===== src/rtl/packed_glyph_pixel_unpacker_unit_macros.svh =====
// ----------------------------------------------------------------------------
// packed glyph pixel unpacker assertion macros
// shared concurrent assertion forms, same-cycle and next-cycle implication
// ----------------------------------------------------------------------------
`ifndef PACKED_GLYPH_PIXEL_UNPACKER_UNIT_MACROS_SVH
`define PACKED_GLYPH_PIXEL_UNPACKER_UNIT_MACROS_SVH

// consequent must hold in the same cycle as the antecedent
`define PGPU_ASSERT_NOW(label, clk, rst, ante, cons, msg) \
  label: assert property (@(posedge clk) disable iff (rst) (ante) |-> (cons)) \
    else $error(msg);

// consequent must hold in the cycle after the antecedent
`define PGPU_ASSERT_NEXT(label, clk, rst, ante, cons, msg) \
  label: assert property (@(posedge clk) disable iff (rst) (ante) |=> (cons)) \
    else $error(msg);

`endif


===== src/rtl/pgpu_pkg.sv =====
// ----------------------------------------------------------------------------
// pgpu_pkg
// constants and helper functions for the packed glyph pixel unpacker
// ----------------------------------------------------------------------------
package pgpu_pkg;

  localparam int MAX_GLYPH_SIDE_DEFAULT = 255;

  localparam int DEPTH_W = 4;
  localparam int CFG_INDEX_W = 8;
  localparam int CFG_DATA_W = 8;

  // register indexes of the configuration port
  localparam logic [CFG_INDEX_W-1:0] CFG_BITS_PER_PIXEL = 8'd0;
  localparam logic [CFG_INDEX_W-1:0] CFG_ALIGN_THREE    = 8'd1;
  localparam logic [CFG_INDEX_W-1:0] CFG_GLYPH_WIDTH    = 8'd2;
  localparam logic [CFG_INDEX_W-1:0] CFG_GLYPH_HEIGHT   = 8'd3;

  localparam logic [DEPTH_W-1:0] BPP_RESET = 4'd4;

  // floor(2^16 / (2^d - 1)) for the reciprocal divide
  localparam logic [16:0] RECIP_1 = 17'(65536 / 1);
  localparam logic [16:0] RECIP_2 = 17'(65536 / 3);
  localparam logic [16:0] RECIP_3 = 17'(65536 / 7);
  localparam logic [16:0] RECIP_4 = 17'(65536 / 15);
  localparam logic [16:0] RECIP_5 = 17'(65536 / 31);
  localparam logic [16:0] RECIP_6 = 17'(65536 / 63);
  localparam logic [16:0] RECIP_7 = 17'(65536 / 127);
  localparam logic [16:0] RECIP_8 = 17'(65536 / 255);

  function automatic logic [DEPTH_W-1:0] clamp_depth(input logic [DEPTH_W-1:0] bpp);
    logic [DEPTH_W-1:0] d;
    if (bpp == 4'd0) begin
      d = 4'd1;
    end else if (bpp > 4'd8) begin
      d = 4'd8;
    end else begin
      d = bpp;
    end
    return d;
  endfunction

  // low n bits set, n from 0 to 8
  function automatic logic [7:0] low_mask8(input logic [DEPTH_W-1:0] n);
    logic [15:0] m;
    m = (16'd1 << n) - 16'd1;
    return m[7:0];
  endfunction

  // low n bits set, n from 0 to 15
  function automatic logic [14:0] low_mask15(input logic [DEPTH_W-1:0] n);
    logic [15:0] m;
    m = (16'd1 << n) - 16'd1;
    return m[14:0];
  endfunction

  function automatic logic [16:0] recip_of(input logic [DEPTH_W-1:0] depth);
    logic [16:0] r;
    case (depth)
      4'd1:    r = RECIP_1;
      4'd2:    r = RECIP_2;
      4'd3:    r = RECIP_3;
      4'd4:    r = RECIP_4;
      4'd5:    r = RECIP_5;
      4'd6:    r = RECIP_6;
      4'd7:    r = RECIP_7;
      default: r = RECIP_8;
    endcase
    return r;
  endfunction

endpackage


===== src/rtl/packed_glyph_pixel_unpacker_unit.sv =====
// ----------------------------------------------------------------------------
// packed_glyph_pixel_unpacker_unit
// unpacks an msb-first packed glyph bitmap, one byte per request, into gray
// pixels with their column and row
// ----------------------------------------------------------------------------
//
//  channel  | dir | handshake              | payload
//  ---------+-----+------------------------+-----------------------------------
//  in       | in  | in_valid / in_stall    | bitmap_byte, first_byte, last_byte
//  out      | out | out_valid / out_stall  | pixel_gray, pixel_column, pixel_row,
//           |     |                        | last_of_run, glyph_complete
//  cfg      | in  | cfg_valid / cfg_ready  | cfg_index, cfg_data
//
//  each pixel of a request passes through the slot step, with the shared
//  reciprocal multiply, and then the correct step, one pixel at a time; the next
//  byte waits until the unit is idle; a byte ignored after the end of a glyph
//  leaves the unit idle, any other byte that yields no pixel visits the slot step only
//  rst is synchronous and active high; no clearing pass is needed
//  out_stall holds the pixel in the output register; the sequencer waits in
//  its correct step until the register frees up
//  cfg_ready is always high; the user must write registers only while idle, the block does not enforce it
//
module packed_glyph_pixel_unpacker_unit #(
  parameter int MAX_GLYPH_SIDE = pgpu_pkg::MAX_GLYPH_SIDE_DEFAULT
) (
  input  logic                             clk,
  input  logic                             rst,
  // input bytes
  input  logic                             in_valid,
  output logic                             in_stall,
  input  logic [7:0]                       bitmap_byte,
  input  logic                             first_byte,
  input  logic                             last_byte,
  // pixel results
  output logic                             out_valid,
  input  logic                             out_stall,
  output logic [7:0]                       pixel_gray,
  output logic [7:0]                       pixel_column,
  output logic [7:0]                       pixel_row,
  output logic                             last_of_run,
  output logic                             glyph_complete,
  // configuration writes
  input  logic                             cfg_valid,
  output logic                             cfg_ready,
  input  logic [pgpu_pkg::CFG_INDEX_W-1:0] cfg_index,
  input  logic [pgpu_pkg::CFG_DATA_W-1:0]  cfg_data
);

  // position counters only need to hold values up to the clamped side
  localparam int PosW = (MAX_GLYPH_SIDE >= 255) ? 8 : $clog2(MAX_GLYPH_SIDE + 1);
  localparam logic [16:0] MaxSide17 = 17'(MAX_GLYPH_SIDE);

  localparam logic [1:0] ST_IDLE = 2'd0;
  localparam logic [1:0] ST_SLOT = 2'd1;
  localparam logic [1:0] ST_FIX  = 2'd2;

  logic [1:0] state;

  // configuration registers
  logic [3:0] bits_per_pixel;
  logic       align_three_to_four;
  logic [7:0] glyph_width;
  logic [7:0] glyph_height;

  // glyph state
  logic [6:0]      leftover_bits;
  logic [2:0]      leftover_count;
  logic [PosW-1:0] current_column;
  logic [PosW-1:0] current_row;
  logic            all_pixels_done;

  // per-request work registers
  logic [14:0] acc;
  logic [3:0]  cnt;
  logic        last_flag;
  logic        tail_done;

  // multiply stage to correct stage
  logic [32:0]     prod;
  logic [15:0]     prod_p;
  logic [PosW-1:0] em_column;
  logic [PosW-1:0] em_row;
  logic            em_last;
  logic            em_complete;

  // ---------------------------------------------------------------- decode
  logic [3:0]      depth;
  logic [3:0]      rd;
  logic [7:0]      maxv;
  logic [PosW-1:0] w_c;
  logic [PosW-1:0] h_c;

  always_comb begin
    depth = pgpu_pkg::clamp_depth(bits_per_pixel);
    // depth 3 with alignment reads a 4-bit slot
    rd    = (depth == 4'd3 && align_three_to_four) ? 4'd4 : depth;
    maxv  = pgpu_pkg::low_mask8(depth);
    w_c   = ({9'd0, glyph_width} > MaxSide17) ? PosW'(MAX_GLYPH_SIDE) : PosW'(glyph_width);
    h_c   = ({9'd0, glyph_height} > MaxSide17) ? PosW'(MAX_GLYPH_SIDE) : PosW'(glyph_height);
  end

  // ---------------------------------------------------------------- slot step
  logic            have_full;
  logic            have_tail;
  logic            slot;
  logic            eligible;
  logic [3:0]      cnt_after;
  logic [14:0]     cnt_mask;
  logic [14:0]     full_shift;
  logic [14:0]     tail_shift;
  logic [7:0]      pix_v;
  logic [15:0]     pix_p;
  logic [32:0]     pix_prod;
  logic [PosW-1:0] col_use;
  logic [PosW-1:0] col_inc;
  logic [PosW-1:0] row_inc;
  logic            col_wrap;
  logic            complete;
  logic            more_slot;
  logic            run_end;

  always_comb begin
    have_full  = (cnt >= rd);
    // on the last byte a partial pixel is padded with zero bits
    have_tail  = !have_full && last_flag && (cnt != 4'd0) && !tail_done;
    slot       = have_full || have_tail;
    eligible   = !all_pixels_done && (w_c != '0) && (h_c != '0) && (current_row < h_c);
    cnt_after  = have_full ? (cnt - rd) : cnt;
    cnt_mask   = pgpu_pkg::low_mask15(cnt);
    full_shift = (acc >> cnt_after) & pgpu_pkg::low_mask15(rd);
    tail_shift = (acc & cnt_mask) << (rd - cnt);
    pix_v      = (have_full ? full_shift[7:0] : tail_shift[7:0]) & maxv;
    pix_p      = {pix_v, 8'd0} - {8'd0, pix_v};
    pix_prod   = {17'd0, pix_p} * {16'd0, pgpu_pkg::recip_of(depth)};
    // column wraps when it has reached a width that shrank
    col_use    = (current_column >= w_c) ? '0 : current_column;
    col_inc    = PosW'(col_use + 1'b1);
    row_inc    = PosW'(current_row + 1'b1);
    col_wrap   = (col_inc >= w_c);
    complete   = col_wrap && (row_inc >= h_c);
    more_slot  = (cnt_after >= rd) || (last_flag && !have_tail && (cnt_after != 4'd0));
    run_end    = complete || !more_slot;
  end

  // ---------------------------------------------------------------- correct step
  logic [7:0]  q_est;
  logic [15:0] q_back;
  logic [15:0] q_rem;
  logic [7:0]  q_fix;
  logic        load_ok;

  always_comb begin
    q_est   = prod[23:16];
    q_back  = {8'd0, q_est} * {8'd0, maxv};
    q_rem   = prod_p - q_back;
    // estimate is exact or one low
    q_fix   = (q_rem >= {8'd0, maxv}) ? 8'(q_est + 1'b1) : q_est;
    load_ok = !out_valid || !out_stall;
  end

  // ---------------------------------------------------------------- accept
  logic in_accept;
  logic done_c;

  assign in_stall  = (state != ST_IDLE);
  assign in_accept = in_valid && !in_stall;
  assign cfg_ready = 1'b1;
  assign done_c    = first_byte ? 1'b0 : all_pixels_done;

  // ---------------------------------------------------------------- control
  always_ff @(posedge clk) begin
    if (rst) begin
      state               <= ST_IDLE;
      bits_per_pixel      <= pgpu_pkg::BPP_RESET;
      align_three_to_four <= 1'b0;
      glyph_width         <= '0;
      glyph_height        <= '0;
      leftover_bits       <= '0;
      leftover_count      <= '0;
      current_column      <= '0;
      current_row         <= '0;
      all_pixels_done     <= 1'b0;
      out_valid           <= 1'b0;
    end else begin
      // config write
      if (cfg_valid && cfg_ready) begin
        case (cfg_index)
          pgpu_pkg::CFG_BITS_PER_PIXEL: bits_per_pixel      <= cfg_data[3:0];
          pgpu_pkg::CFG_ALIGN_THREE:    align_three_to_four <= cfg_data[0];
          pgpu_pkg::CFG_GLYPH_WIDTH:    glyph_width         <= cfg_data;
          pgpu_pkg::CFG_GLYPH_HEIGHT:   glyph_height        <= cfg_data;
          default: ;
        endcase
      end

      // output register loads from the correct step, drains when its pixel is taken
      if (state == ST_FIX && load_ok) begin
        out_valid <= 1'b1;
      end else if (out_valid && !out_stall) begin
        out_valid <= 1'b0;
      end

      case (state)
        ST_IDLE: begin
          if (in_accept) begin
            if (first_byte) begin
              leftover_bits   <= '0;
              leftover_count  <= '0;
              current_column  <= '0;
              current_row     <= '0;
              all_pixels_done <= 1'b0;
            end
            // a finished glyph ignores bytes until the next first byte
            if (!done_c) begin
              state <= ST_SLOT;
            end
          end
        end

        ST_SLOT: begin
          if (slot && eligible) begin
            em_column <= col_use;
            em_row    <= current_row;
            em_last   <= run_end;
            em_complete <= complete;
            if (col_wrap) begin
              current_column <= '0;
              current_row    <= row_inc;
            end else begin
              current_column <= col_inc;
            end
            if (complete) begin
              all_pixels_done <= 1'b1;
            end
            state <= ST_FIX;
          end else begin
            // byte used up, or glyph ended: settle leftover bits
            if (all_pixels_done || slot || last_flag) begin
              leftover_bits  <= '0;
              leftover_count <= '0;
            end else begin
              leftover_bits  <= acc[6:0] & cnt_mask[6:0];
              leftover_count <= cnt[2:0];
            end
            if (slot || last_flag) begin
              all_pixels_done <= 1'b1;
            end
            state <= ST_IDLE;
          end
        end

        ST_FIX: begin
          if (load_ok) begin
            state <= ST_SLOT;
          end
        end

        default: begin
          state <= ST_IDLE;
        end
      endcase
    end
  end

  // ---------------------------------------------------------------- payload
  always_ff @(posedge clk) begin
    if (state == ST_IDLE && in_accept) begin
      acc       <= {(first_byte ? 7'd0 : leftover_bits), bitmap_byte};
      cnt       <= {1'b0, (first_byte ? 3'd0 : leftover_count)} + 4'd8;
      last_flag <= last_byte;
      tail_done <= 1'b0;
    end
    if (state == ST_SLOT && slot && eligible) begin
      cnt       <= cnt_after;
      tail_done <= tail_done || have_tail;
    end
    if (state == ST_SLOT) begin
      prod   <= pix_prod;
      prod_p <= pix_p;
    end
    if (state == ST_FIX && load_ok) begin
      pixel_gray     <= ~q_fix;
      pixel_column   <= 8'(em_column);
      pixel_row      <= 8'(em_row);
      last_of_run    <= em_last;
      glyph_complete <= em_complete;
    end
  end

  // ---------------------------------------------------------------- checks
`include "packed_glyph_pixel_unpacker_unit_macros.svh"

  `PGPU_ASSERT_NOW(a_complete_ends_run, clk, rst, out_valid && glyph_complete,
                   last_of_run, "glyph end not flagged as end of run")
  `PGPU_ASSERT_NOW(a_done_no_leftover, clk, rst, state == ST_IDLE && all_pixels_done,
                   leftover_count == 3'd0, "leftover bits kept after glyph end")
  `PGPU_ASSERT_NEXT(a_fix_loads_out, clk, rst, state == ST_FIX && load_ok,
                    out_valid && state == ST_SLOT, "pixel not loaded into output register")
  `PGPU_ASSERT_NEXT(a_fix_waits, clk, rst, state == ST_FIX && !load_ok,
                    state == ST_FIX, "correct step left while output blocked")

endmodule

===== config.mk =====
export PLATFORM = sky130hd
export DESIGN_NAME = packed_glyph_pixel_unpacker_unit
export DESIGN_NICKNAME = d
export VERILOG_FILES = /design/src/rtl/pgpu_pkg.sv /design/src/rtl/packed_glyph_pixel_unpacker_unit.sv
export VERILOG_INCLUDE_DIRS = /design/src /design/src/rtl
export SDC_FILE = /design/constraint.sdc
export NUM_CORES = 1
export LEC_CHECK = 0
export BUFFER_PORTS_ARGS = -buffer_cell sky130_fd_sc_hd__buf_2
export CORE_MARGIN = 8
export CORE_UTILIZATION = 60
export CTS_CLUSTER_DIAMETER = 50
export DETAILED_ROUTE_END_ITERATION = 12
export PLACE_DENSITY = 0.78
export SLEW_MARGIN = 15
export SYNTH_ARGS = -nofsm -noshare
export SYNTH_HDL_FRONTEND = slang
export SYNTH_SLANG_ARGS = --single-unit

===== constraint.sdc =====
create_clock -name clk -period 18.7 [get_ports clk]
set_clock_uncertainty 0.2 [all_clocks]
set_input_delay 1.87 -clock clk [delete_from_list [all_inputs] [get_ports clk]]
set_output_delay 1.87 -clock clk [all_outputs]
set_load 0.01 [all_outputs]

# [After elaboration in Yosys (flattened, before gate mapping)]
# Index checks and enable logic that the tools add are counted.
[word_totals] output_inout_bits=29 wordCells=176 inputBits=31 ramBits=0 reg_bits=156 mem_count=0 rom_bits=0 latch_bits=0
[classes] mul=2 eq_ne=21 n_shift=5 add_sub_neg=11 div_mod_pow=0 n_lt_le_gt_ge=8 muxes=43 n_bitwise=6 n_reduce_logical=54
[ops] op="case mux 17 bit (7 select lines)" count=1
[ops] op="2-to-1 mux 8 bit" count=9
[ops] op="case mux 8 bit (2 select lines)" count=2
[ops] op="2-to-1 mux 7 bit" count=4
[ops] op="adder 8 x 1 -> 8 bit (second input constant)" count=3
[ops] op=">= comparator 8 bit" count=3
[ops] op="multiplier 16 x 17 -> 24 bit" count=1
[ops] op="2-to-1 mux 4 bit" count=6
[ops] op="logical AND 1 bit" count=17
[ops] op="AND 8 bit" count=2
[ops] op="equality test 4 x 3 -> 1 bit (second input constant)" count=4
[ops] op="equality test 8 x 2 -> 1 bit (second input constant)" count=2
[ops] op=">= comparator 16 x 8 -> 1 bit" count=1
[ops] op="multiplier 8 x 8 -> 16 bit" count=1
[ops] op="nonzero test 8 bit" count=2
[ops] op="left shift 1 x 4 -> 8 bit (first input constant)" count=2
[ops] op="subtractor 16 bit" count=1
[ops] op="subtractor 16 x 8 -> 16 bit" count=1
[ops] op="subtractor 8 x 1 -> 8 bit (second input constant)" count=2
[ops] op="AND 15 bit" count=1
[ops] op="left shift 1 x 4 -> 15 bit (first input constant)" count=1
[ops] op="left shift 15 x 4 -> 8 bit" count=1
[ops] op=">> shifter 15 x 4 -> 8 bit" count=1
[ops] op="subtractor 15 x 1 -> 15 bit (second input constant)" count=1
[ops] op="other kinds (33)" count=81

# [Logic depth before layout (Yosys ltp)]
[logic_depth] depth_word=17 mapped_depth=47 ltp_nobuf=43

# [Worst setup path after synthesis]
# No wires, ideal clock.
[synth_timing] path_kind="register -> register" startpoint="register bits_per_pixel[3]" endpoint="register prod[23], data pin" required_time_ns=18.229 path_slack_ns=7.987 setup_ns=0.271 stages_incl_launch_ff=41 synth_period_minus_slack_ns=10.713 arrival_time_ns=10.241 path_cell_list="dfxtp_1 -> clkbuf_1 -> or2_2 -> inv_1 -> and3_1 -> a21o_1 -> fa_1 -> a211oi_4 -> nor3_1 -> a211oi_4 -> mux2_2 -> mux2i_1 -> nor2_1 -> o41ai_1 -> a21o_1 -> clkbuf_1 -> ha_1 -> inv_1 -> (+5 left out) -> fa_1 -> fa_1 -> inv_1 -> fa_1 -> fa_1 -> inv_1 -> fa_1 -> inv_1 -> ha_1 -> o211ai_1 -> a21oi_1 -> a2111oi_0 -> o21ai_0 -> nor4_1 -> nor3_1 -> a31oi_1 -> xnor2_1 -> xor2_1"
[synth_between] elab_chain_len=14 word_cells_on_any_way=29
[synth_rtl] element="start: declaration" line="packed_glyph_pixel_unpacker_unit.sv:60" text="logic [3:0] bits_per_pixel;"
[synth_rtl] element="start signal: assignment" line="packed_glyph_pixel_unpacker_unit.sv:174" text="bits_per_pixel <= pgpu_pkg::BPP_RESET;"
[synth_rtl] element="start signal: assignment" line="packed_glyph_pixel_unpacker_unit.sv:188" text="pgpu_pkg::CFG_BITS_PER_PIXEL: bits_per_pixel <= cfg_data[3:0];"
[synth_rtl] element="> comparator 4 bit" line="pgpu_pkg.sv:35" text="end else if (bpp > 4'd8) begin"
[synth_rtl] element="2-to-1 mux 4 bit" line="pgpu_pkg.sv:35"
[synth_rtl] element="2-to-1 mux 4 bit (*)" line="pgpu_pkg.sv:33" text="if (bpp == 4'd0) begin"
[synth_rtl] element="equality test 4 x 2 -> 1 bit" line="packed_glyph_pixel_unpacker_unit.sv:96" text="rd = (depth == 4'd3 && align_three_to_four) ? 4'd4 : depth;"
[synth_rtl] element="logical AND 1 bit" line="packed_glyph_pixel_unpacker_unit.sv:96"
[synth_rtl] element="2-to-1 mux 4 bit" line="packed_glyph_pixel_unpacker_unit.sv:96"
[synth_rtl] element="subtractor 4 bit or >= comparator 4 bit (tied branches)" line="packed_glyph_pixel_unpacker_unit.sv:128, packed_glyph_pixel_unpacker_unit.sv:123"
[synth_rtl] element="2-to-1 mux 4 bit" line="packed_glyph_pixel_unpacker_unit.sv:128" text="cnt_after = have_full ? (cnt - rd) : cnt;"
[synth_rtl] element=">> shifter 15 x 4 -> 8 bit" line="packed_glyph_pixel_unpacker_unit.sv:130" text="full_shift = (acc >> cnt_after) & pgpu_pkg::low_mask15(rd);"
[synth_rtl] element="AND 8 bit" line="packed_glyph_pixel_unpacker_unit.sv:130"
[synth_rtl] element="2-to-1 mux 8 bit" line="packed_glyph_pixel_unpacker_unit.sv:132" text="pix_v = (have_full ? full_shift[7:0] : tail_shift[7:0]) & maxv;"
[synth_rtl] element="AND 8 bit (*)" line="packed_glyph_pixel_unpacker_unit.sv:132"
[synth_rtl] element="subtractor 16 x 8 -> 16 bit (*)" line="packed_glyph_pixel_unpacker_unit.sv:133" text="pix_p = {pix_v, 8'd0} - {8'd0, pix_v};"
[synth_rtl] element="via pix_p[4]" line="packed_glyph_pixel_unpacker_unit.sv:112" text="logic [15:0] pix_p;"
[synth_rtl] element="multiplier 16 x 17 -> 24 bit (*)" line="packed_glyph_pixel_unpacker_unit.sv:134" text="pix_prod = {17'd0, pix_p} * {16'd0, pgpu_pkg::recip_of(depth)};"
[synth_rtl] element="via pix_prod[23]" line="packed_glyph_pixel_unpacker_unit.sv:113" text="logic [32:0] pix_prod;"
[synth_rtl] element="end signal: assignment" line="packed_glyph_pixel_unpacker_unit.sv:278" text="prod <= pix_prod;"
[synth_rtl] element="end: declaration" line="packed_glyph_pixel_unpacker_unit.sv:79" text="logic [32:0] prod;"
# The timed path passes the listed nets; every way through them passes the cells marked *.
# A chain may end at the register's enable or synchronous reset.

# [Worst setup path after layout]
[layout_timing] startpoint="register bits_per_pixel[2]" endpoint="register prod[23], data pin"
# Same word-level chain as after synthesis.

==> impl_metrics.py <==
metrics = {
    "logic_synthesis": {
        "synthFlopType": "edfxtp_1",
        "synth_top_family_by_area": "adder cells",
        "yosysTopAreaCellShare": 0.216,
        "synth_mux_area_frac": 0.0260,
        "async_flop_share": 0,
        "synth-xor-area-share": 0.0328,
        "synth_cells": 1869,
        "synth-compound-area-share": 0.116,
        "ys_warn_count": 0,
        "synth_common_cells": "inv_1 (338), ha_1 (187), fa_1 (184), nor2_1 (174), nand2_1 (137)",
        "synthMostInstantiatedCell": "inv_1",
        "yosys.area_share.simple": 0.162,
        "synth_top_area_cell": "fa_1",
        "yosys.cell_types.count": 97,
        "synth.area.top_cells": "fa_1 (22%), edfxtp_1 (16%), ha_1 (14%)",
        "ys_ff_latch": 140,
        "synth_area_per_cell_um2": 9.11,
        "synth_adder_area_share": 0.354,
        "yosysSeqAreaShare": 0.217,
        "synthesis.area_mm2": 0.0170,
        "synth_edf_count": 89,
    },
    "sta": {
        "rsz0062_at_grt": "false",
        "worst_pin_slew_ns": 1.06,
        "fin_crit_ns": 13.44,
        "fin_crit_sh": 0.719,
        "tns_ns": 0,
        "relSlewSlack": 0.289,
        "clock.fmax_mhz": 74.4,
        "drv_slew": 0,
        "hold_violations": 0,
        "finalSetupViolCount": 0,
    },
    "pwr": {
        "p_seq_frac": 0.149,
        "p_sw_w": 0.00132,
        "power_frac_comb": 0.713,
        "leakagePower_nw": 8.22,
        "pwr_density_cell_mw_per_mm2": 146,
        "swShare": 0.493,
        "internal-power_w": 0.00136,
        "pwr-share-clk": 0.138,
        "ir_worst_vdd_mv": 0.210,
    },
    "die": {
        "core_area_mm2": 0.0279,
        "ioPinCount": 60,
        "floorplan.initialDensity": 0.611,
        "die_x_um": 184,
        "die_y_um": 184,
        "dieArea_mm2": 0.0340,
        "fp-row-count": 61,
    },
    "critical_path": {
        "crit_type": "flop to flop",
        "cp.required_ns": 18.66,
        "crit_path_end_kind": "flop",
        "path_common_cell": "inv_1",
        "cp_max_fo": 17,
        "max_stage_delay_ns": 0.82,
        "cp-start-kind": "flop",
        "critPathSlowestCell": "a2111oi_1",
        "critPathArrivalTime_ns": 13.40,
    },
    "grt": {
        "grt_use_total": 0.288,
        "grt_start_max_net_pins": 53,
        "antenna_found_initial": 0,
        "grt_pass1_wl_um": 76100,
        "globalRoute.totalOverflow": 0,
        "grt_pass1_vias": 14300,
    },
    "cts": {
        "postCtsSetupRepairBufs": 0,
        "cts.sinks": 140,
        "clock_path_buffers": 2,
        "root_buffer": "clkbuf_16",
        "cts_made_buffers": 17,
        "clk_latency_ns": 0.44,
        "h-tree-depth": 4,
        "clkTransAtPathRegs_ns": 0.08,
        "cts_tree": "done",
        "ctsResizeCount": 0,
        "cts_hold_buf": 0,
    },
    "drt": {
        "totalWireLength_um": 47200,
        "drt_iter0_markers": 1196,
        "drc_errors": 0,
        "dr.pass1.iters": 6,
        "routed-via-count": 13700,
        "wl_per_cell_um": 20.5,
        "antenna_violating_nets_post_route": 0,
        "viasPerCell": 5.96,
    },
    "placed_design": {
        "io_buffers": 58,
        "dp.final_hpwl_um": 37200,
        "gp_congestion": 1.02,
    },
    "cells_and_area": {
        "reg.largest.list": "prod_p: 16 flops, acc: 15 flops",
        "regMostFlops": "prod_p",
        "regArea_mm2": 0.00369,
        "fin_nets": 2315,
        "antennaDiodeCount": 0,
        "multi_input_area_mm2": 0.0118,
        "drive_gt1_frac": 0.0800,
        "final_core_util": 0.657,
        "fillers": 2257,
        "largest_reg_flops": 16,
        "syn_to_final_growth_pct": 7.43,
    },
    "job": {
        "drv_cap": 0,
    },
    "run_status": {
        "status": "complete, no violations",
    },
    "min_path": {
        "hp-class": "flop to flop",
    },
}
[through the flow]
step | hold slack, ns | cell area [µm²] | setup slack (ns) | cells | total power, W
after floorplan | 0.200 | 17100 | 7.99 | 1880 | 0.00183
after global placement | 0.203 | 17700 | 5.58 | 2272 | 0.00223
after detailed placement | 0.206 | 17700 | 5.30 | 2272 | 0.00229
after CTS | 0.230 | 18300 | 5.28 | 2304 | 0.00267
after global routing | 0.237 | 18300 | 4.66 | 2304 | 0.00297
final | 0.226 | 18300 | 5.26 | 2304 | 0.00268
[worst max-delay path: cells and delay by family, from the launching register on]
family                   cells  cell delay (ns)
AO/OA/AOI/OAI               10             2.97
buffers and inverters        7             1.07
XOR/XNOR                     3             0.94
flip-flops                   1             0.46
AND/OR/NAND/NOR              8             2.91
adder cells (fa/ha/maj)      9             4.02
multiplexers                 2             0.57
[per-layer routing]
metal,track usage,vias up,part of all wire
met5,0,-,0
met4,0.123,0,0.040
met3,0.0599,131,0.082
met2,0.485,604,0.48
met1,0.354,6727,0.40
li1,-,6270,-
[cell families (layout without fill, tap and decap cells)]
| group | Yosys count | in the layout |
|---|---|---|
| simple gates | 565 | 565 |
| fa+ha+maj | 371 | 371 |
| compound gates | 286 | 286 |
| buf+inv | 404 | 450 |
| mux | 41 | 41 |
| other cells | 2 | 13 |
| flops | 140 | 140 |
| xor+xnor | 60 | 60 |
[path summary, 6_finish.rpt]
kind | to | slack, ns | depth (start not counted) | start
setup reg to reg | prod[23] | 5.26 | 39 | bits_per_pixel[2]
hold reg to reg | pixel_column[4] | 0.23 | 0 | em_column[4]
setup / recovery | prod[23] | 5.26 | 39 | bits_per_pixel[2]
hold / removal | pixel_column[4] | 0.23 | 0 | em_column[4]
[power by group through the flow]
stage               Combinational (W)  Clock [W]  Sequential (W)
finish                        0.00191   0.000369        0.000399
global route                  0.00218   0.000382        0.000400
CTS                           0.00190   0.000371        0.000398
detailed placement            0.00188          0        0.000405
global placement              0.00183          0        0.000405
floorplan                     0.00145          0        0.000383
[layout make-up]
class / count / area share
Multi-Input combinational cell: 1336 / 0.647
Inverter: 345 / 0.0708
Clock buffer: 17 / 0.0232
Clock inverter: 15 / 0.00971
Sequential cell: 140 / 0.202
Timing Repair Buffer: 73 / 0.0220
Tap cell: 378 / 0.0258
[cell usage in the layout (no fill, tap or decap), drive strengths merged, types with 39 or more instances in the layout]
master / n
inv: 351
ha: 187
fa: 184
nor2: 177
nand2: 138
edfxtp: 89
buf: 73
a21oi: 66
o21ai: 57
dfxtp: 51
nand3: 46
xnor2: 43
nor3: 39
Note: power is estimated with default switching activity, not from simulation.
